[src/design/nbpc_pkg.sv]
// Package for the naive Bayes pixel class model.
// Holds request codes, pixel characters, the sequencer state type and fixed constants.
// No dependencies.
`timescale 1ns / 1ps

package nbpc_pkg;

    typedef enum logic [1:0] {
        REQ_TRAIN      = 2'd0,
        REQ_SCORE      = 2'd1,
        REQ_LOAD_COUNT = 2'd2,
        REQ_LOAD_FREQ  = 2'd3
    } t_req;

    typedef enum logic [1:0] {
        CFG_SMOOTHING = 2'd0,
        CFG_TOTAL     = 2'd1,
        CFG_LABEL     = 2'd2
    } t_cfg_idx;

    localparam logic [7:0] CHAR_SPACE = 8'h20;
    localparam logic [7:0] CHAR_HASH  = 8'h23;
    localparam logic [7:0] CHAR_PLUS  = 8'h2B;

    localparam logic [16:0] LN2_Q16 = 17'd45426;

    typedef enum logic [3:0] {
        ST_CLEAR,
        ST_IDLE,
        ST_READ,
        ST_PIX,
        ST_LOGA,
        ST_LOGB,
        ST_LNMUL,
        ST_ACC,
        ST_PRIA,
        ST_PRIB,
        ST_PRIMUL,
        ST_FINAL,
        ST_OUT
    } t_state;

    // Handshake between the sequencer and the shared log2 unit
    typedef struct packed {
        logic        start;
        logic [47:0] x;
    } t_log_req;

    typedef struct packed {
        logic        done;
        logic [21:0] result;
    } t_log_rsp;

endpackage

[src/design/nbpc_log2.sv]
// Iterative log2 unit: Q16 result, one squaring step of the mantissa per cycle.
// Depends on nbpc_pkg.
`timescale 1ns / 1ps

module nbpc_log2 (
    input  logic              i_clk,
    input  logic              i_rst_n,
    input  nbpc_pkg::t_log_req i_req,
    output nbpc_pkg::t_log_rsp o_rsp
);
    import nbpc_pkg::*;

    logic        r_busy, n_busy;
    logic [4:0]  r_bit, n_bit;
    logic [31:0] r_m, n_m;
    logic [21:0] r_res, n_res;
    logic        r_done, n_done;

    logic [5:0]  lead;
    logic [47:0] norm;
    logic [63:0] sq;
    logic [33:0] sq_sh;

    // Find the top set bit of the operand
    always_comb begin
        lead = '0;
        for (int i = 0; i < 48; i++) begin
            if (i_req.x[i]) lead = 6'(i);
        end
        norm = i_req.x << (6'd47 - lead);
    end

    assign sq    = {32'd0, r_m} * {32'd0, r_m};
    assign sq_sh = sq[63:30];

    // Start, then square and test one fraction bit per cycle
    always_comb begin
        n_busy = r_busy;
        n_bit  = r_bit;
        n_m    = r_m;
        n_res  = r_res;
        n_done = 1'b0;
        if (i_req.start) begin
            n_busy = 1'b1;
            n_bit  = 5'd15;
            // Mantissa in Q30: the top set bit lands on bit 30
            n_m    = {1'b0, norm[47:17]};
            n_res  = {lead, 16'd0};
        end else if (r_busy) begin
            if (sq_sh[31]) begin
                n_res = r_res | (22'd1 << r_bit);
                n_m   = sq_sh[32:1];
            end else begin
                n_m   = sq_sh[31:0];
            end
            if (r_bit == 5'd0) begin
                n_busy = 1'b0;
                n_done = 1'b1;
            end else begin
                n_bit = r_bit - 5'd1;
            end
        end
    end

    always_ff @(posedge i_clk) begin
        if (!i_rst_n) begin
            r_busy <= 1'b0;
            r_done <= 1'b0;
        end else begin
            r_busy <= n_busy;
            r_done <= n_done;
        end
        r_bit <= n_bit;
        r_m   <= n_m;
        r_res <= n_res;
    end

    assign o_rsp.done   = r_done;
    assign o_rsp.result = r_res;

endmodule

[config.mk]
export PLATFORM = sky130hd
export DESIGN_NAME = nbpc_log2
export DESIGN_NICKNAME = d
export VERILOG_FILES = /design/src/design/nbpc_pkg.sv /design/src/design/nbpc_log2.sv
export SDC_FILE = /design/constraint.sdc
export NUM_CORES = 2
export LEC_CHECK = 0
export BUFFER_PORTS_ARGS = -buffer_cell sky130_fd_sc_hd__buf_2
export CORE_MARGIN = 4
export CORE_UTILIZATION = 55
export CTS_CLUSTER_DIAMETER = 100
export DETAILED_ROUTE_END_ITERATION = 10
export PLACE_DENSITY_LB_ADDON = 0.08
export SETUP_SLACK_MARGIN = 0.05
export SLEW_MARGIN = 10
export SYNTH_ARGS = -nofsm -noshare
export SYNTH_HDL_FRONTEND = slang
export SYNTH_SLANG_ARGS = --single-unit
[constraint.sdc]
create_clock -name i_clk -period 10.6 [get_ports i_clk]
set_input_delay 2.12 -clock i_clk [delete_from_list [all_inputs] [get_ports i_clk]]
set_output_delay 2.12 -clock i_clk [all_outputs]
set_load 0.1 [all_outputs]
---- Yosys cells after proc, flatten, opt, wreduce, memory -nomap -nowiden ----
Cells that the tools add are included.
operators by class
  $add $sub $neg .......................... 2
  $mul .................................... 1
  shifts and indexed selects .............. 2
  reductions and logical operators ........ 7
  bitwise logic cells ..................... 4
  multiplexer cells ....................... 57
operator list
  operator                count
  $mux W6                 46
  $mux W22                3
  $mul A32 B32 Y63        1
  $mux W31                2
  $shl A48 B6 Y48         1
  $mux W32                1
  $or A22 B22 Y22         1
  $shl A1 B5 Y22 const A  1
  $reduce_and A2 Y1       3
  $sub A6 B6 Y6 const A   1
  $logic_not A5 Y1        1
  $mux W1                 5
  $sub A5 B1 Y5 const B   1
  $reduce_bool A2 Y1      2
  $not A1 Y1              3
  $reduce_or A3 Y1        1
storage, ports and cells
  input bits .............................. 51
  register bits ........................... 61
  output and inout port bits .............. 23
  logic and storage cells ................. 80

---- Longest topological paths before layout ----
  depth after elaboration ................. 50
  mapped depth ............................ 33
  depth with buffers taken out ............ 30

---- Least setup slack after synthesis ----
OpenSTA, ideal clock, no wires.
  kind .................................... register -> register
  from .................................... reg r_m[18]
  to ...................................... reg r_m[14], data pin
  buffers on the path ..................... 2
  clock period less this slack ............ 8242 ps
  setup slack ............................. 2358 ps
  setup time .............................. 256 ps
  arrival time ............................ 7987 ps
  cell stages (with the launch flop) ...... 30
  data required time ...................... 10344 ps
  path through ............................ edfxtp_1 clkbuf_1 clkbuf_1 nand2_1 fa_1 inv_1 fa_1 fa_1 inv_1 fa_1 inv_1 fa_1 inv_1 fa_1 inv_1 fa_1 inv_1 fa_1 inv_1 ha_1 a21oi_1 nand2_1 a221o_1 a211o_1 o211a_1 or4_4 nand4_2 mux2_2 o211a_1 a41o_1
between the ends
  longest elaborated chain between the ends .. 4
RTL lines
  what                    RTL line         text
  start, declared         nbpc_log2.sv:15  logic [31:0] r_m, n_m;
  start signal, assigned  nbpc_log2.sv:74  r_m <= n_m;
  $mul A32 B32 Y63        nbpc_log2.sv:33  assign sq = {32'd0, r_m} * {32'd0, r_m};
  $mux W32                nbpc_log2.sv:50  if (sq_sh[31]) begin
  $mux W31                nbpc_log2.sv:49  end else if (r_busy) begin
  $mux W31                nbpc_log2.sv:43  if (i_req.start) begin
  named net n_m[14]       nbpc_log2.sv:15
The timed path passes the listed nets, and every way through them passes these cells. The select of a mux whose other input is x is not followed.
A chain may end at the register's enable or synchronous reset.

---- Final worst setup path ----
  from .................................... reg r_m[11]
  to ...................................... reg r_m[29], data pin
Same word-level chain as after synthesis.

==> flow_summary_export.csv <==
group,metric,value,unit
worst_setup_path,critical_path.startpoint,"r_m[11]",
timing,fmaxAchievable,104,MHz
worst_setup_path,critPathArrivalTime,9.70,ns
worst_setup_path,timing.setup.critical_path_class,"flip-flop to flip-flop",
yosys,synth_area_per_cell,9.23,um2
timing,post-route-min-period,9.62,ns
place,dp_hpwl,79800,um
timing,slew_of_the_pin_with_the_lowest_slew_margin,1.15,ns
place,place.gp.congestion,0.996,
floorplanning,initial_cell_density_of_the_core,56.0,%
clocking,clock_tree.buffer_depth,2,
timing,period_share,90.8,%
timing,least_setup_slack_across_all_paths_after_layout,0.978,ns
clocking,clkSlewWorstSetupHoldPaths,0.06,ns
cells_and_area,multiInputGateArea,28000,um2
place,place_worst_setup_slack,1.09,ns
flow_run,timing.max_cap.violations,0,
clocking,cts.hold.buffers_added,0,
yosys,synth_sequential_area_ratio,4.67,%
yosys,yosys.area_share.xor_xnor,1.23,%
detailed_routing,detailedRoute.firstIterationViolations,1985,
clocking,clock_latency,0.34,ns
cells_and_area,synth_to_final_area_change,4.07,%
floorplanning,die-area,66000,um2
floorplanning,core,60800,um2
detailed_routing,number_of_design_rule_violations_left_after_detail_routing,0,
yosys,synth_top_family_by_area,"adder cells",
clocking,clk_root_buffer_cell,"clkbuf_16",
worst_setup_path,cp.required,10.68,ns
place,dpl.cell_count,4447,
yosys,synthesized_area_fraction_occupied_by_ao_oa_aoi_and_oai_cells,6.96,%
timing,slew-limit-headroom,23.1,%
worst_setup_path,cpPeakStageDelay,0.86,ns
yosys,syn_nets,4816,
yosys,synth_top_area_cell,"fa_1",
yosys,synth_mux_area_share,5.16,%
cells_and_area,sequential_cell_area,1590,um2
detailed_routing,postRouteWirelength,97000,um
timing,unrepaired_setup_endpoints_after_global_routing,"no",
clocking,cts_resized,0,
yosys,synth_simple_gate_area_share,11.5,%
yosys,netlist_top_cells_area,"fa_1 (47%), inv_1 (11%), ha_1 (9.9%)",
yosys,synth_enable_flop_cells,37,
place,place.port_buffers,73,
global_routing,grt_remaining_overflow,0,
timing,skew,0.0147,ns
timing,finalHoldViolCount,0,
yosys,synth-seq-cells,61,
detailed_routing,routed-via-count,25300,
detailed_routing,detail_routed_via_count_per_cell,5.67,
worst_setup_path,end_kind,"flip-flop",
timing,setup-violations-final,0,
timing,max_slew_vio_count,0,
worst_setup_path,critical_path.reg2reg.startpoint,"r_m[11]",
global_routing,grt_antenna_before_repair,4,
yosys,postSynth.topFlopCell,"edfxtp_1",
timing,setup_tns,0,ns
yosys,ys_types,79,
detailed_routing,ant_nets,0,
cells_and_area,final_cells,4464,
detailed_routing,wl_per_cell,21.7,um
floorplanning,core.rowCount,90,
clocking,tritoncts_buffer_count,9,
clocking,postCtsSetupBuffers,0,
cells_and_area,post_route_cells_drive_above_1_share,5.41,%
floorplanning,die_width,257,um
global_routing,largest_net_degree_at_the_start_of_global_routing,64,
yosys,synth.top_cell.area_share,47.4,%
yosys,synthCells,3689,
min_path,min-delay-path-class,"flip-flop to flip-flop",
worst_setup_path,critical_path_peak_fanout,12,
worst_setup_path,cpMostUsedCell,"fa_1",
yosys,yosys_warnings,0,
global_routing,number_of_global_route_vias_before_repair,28300,
floorplanning,boundaryPins,74,
clocking,htree_levels,3,
clocking,tritoncts,"built",
min_path,hold_sp,"r_res[15]",
global_routing,first_pass_grt_wire_length,157000,um
detailed_routing,dr.pass1.iters,6,
yosys,proportion_of_synthesized_flip_flops_having_asynchronous_set_or_reset,0,%
cells_and_area,fill_cells,5526,
yosys,synth_fa_ha_area_share,57.3,%
outcome,run_status,"complete, no violations",
floorplanning,floorplan.die.height,257,um
global_routing,grt_util_all_layers,30.3,%
worst_setup_path,timing.critical_path.slowest_stage_cell,"edfxtp_1",
yosys,netlist_area,34100,um2
clocking,clock_sinks,61,
cells_and_area,nets,4803,
worst_setup_path,critical_path.startpoint_type,"flip-flop",
[cell families (layout without fill, tap and decap cells)]
family,Yosys count,in the layout
and+or+nand+nor,817,817
xor gates and xnor gates,48,48
muxes,173,173
AOI/OAI and AO/OA,352,352
other,0,1
DFF,61,61
adders and majority gates,1076,1076
buffers and inverters,1162,1154
[cells in the final DEF, fill, tap and decap left out, types with 24 or more instances in the layout]
| master | n |
|---|---|
| nor2_1 | 146 |
| buf_4 | 60 |
| ha_1 | 270 |
| edfxtp_1 | 37 |
| mux2i_1 | 152 |
| inv_1 | 997 |
| xnor2_1 | 30 |
| nand2_1 | 323 |
| fa_1 | 806 |
| a21oi_1 | 86 |
| nand3_1 | 36 |
| and2_1 | 195 |
| buf_2 | 73 |
| o21ai_0 | 58 |
| nor3_1 | 24 |
| dfxtp_1 | 24 |
[critical path, delay by kind of cell, from the launching register on]
family                   cells  cell delay [ns]
AO/OA/AOI/OAI                6             2.24
flip-flops                   1             0.86
AND/OR/NAND/NOR              4             0.75
adder cells (fa/ha/maj)      9             4.27
buffers and inverters        8             1.04
XOR/XNOR                     1             0.23
[cells in the mapped netlist (all sizes together) (11+ instances only)]
library cell / count
clkbuf: 122
fa: 806
o21a: 12
a21oi: 89
ha: 270
o22ai: 11
nor3: 24
and2: 195
o21ai: 66
nor2: 151
a31oi: 15
a21o: 21
edfxtp: 37
dfxtp: 24
or2: 11
inv: 1000
mux2: 21
o211ai: 15
mux2i: 152
nand4: 11
buf: 35
xor2: 18
nor2b: 15
a211oi: 16
nand3: 36
nor4: 13
xnor2: 30
nand2: 323
[flip-flops by register name (all words and copies together), names as in the netlist]
register	flops
r_res	22
r_bit	5
r_done	1
r_busy	1
r_m	32
[final timing paths]
| check | to | slack, ns | depth (start not counted) |
|---|---|---|---|
| max | r_m[29] | 0.98 | 28 |
| min | r_res[15] | 0.46 | 1 |
| max reg2reg | r_m[29] | 0.98 | 28 |
| min reg2reg | r_res[15] | 0.46 | 1 |
[routing by layer]
| metal | track usage, % | vias up | part of all wire (%) |
|---|---|---|---|
| met5 | 0 | - | 0.024 |
| met3 | 6.29 | 268 | 8.4 |
| met4 | 10.1 | 4 | 4.3 |
| li1 | - | 11200 | - |
| met2 | 50.9 | 1041 | 48 |
| met1 | 39.7 | 12800 | 39 |
[final cells by class]
cell class / count / area share (%)
clock buffer: 11 / 0.717
inverter: 1005 / 10.6
timing repair buffer: 133 / 2.30
tap: 782 / 2.76
antenna: 1 / 0.00706
clock inverter: 5 / 0.0882
multi-input combinational: 2466 / 79.0
sequential: 61 / 4.49
[stage by stage]
stage,hold slack [ns],area [um2],utilization (%)
after global placement,0.444,35200,57.8
after floorplan,0.477,34100,-
after CTS,0.463,35400,58.3
after detailed placement,0.445,35200,57.8
final,0.462,35400,58.3
after global routing,0.475,35400,58.3
Power is left out: the tool's default activity adds up to more than one toggle a clock period on the data nets, which glitch-free logic cannot reach.
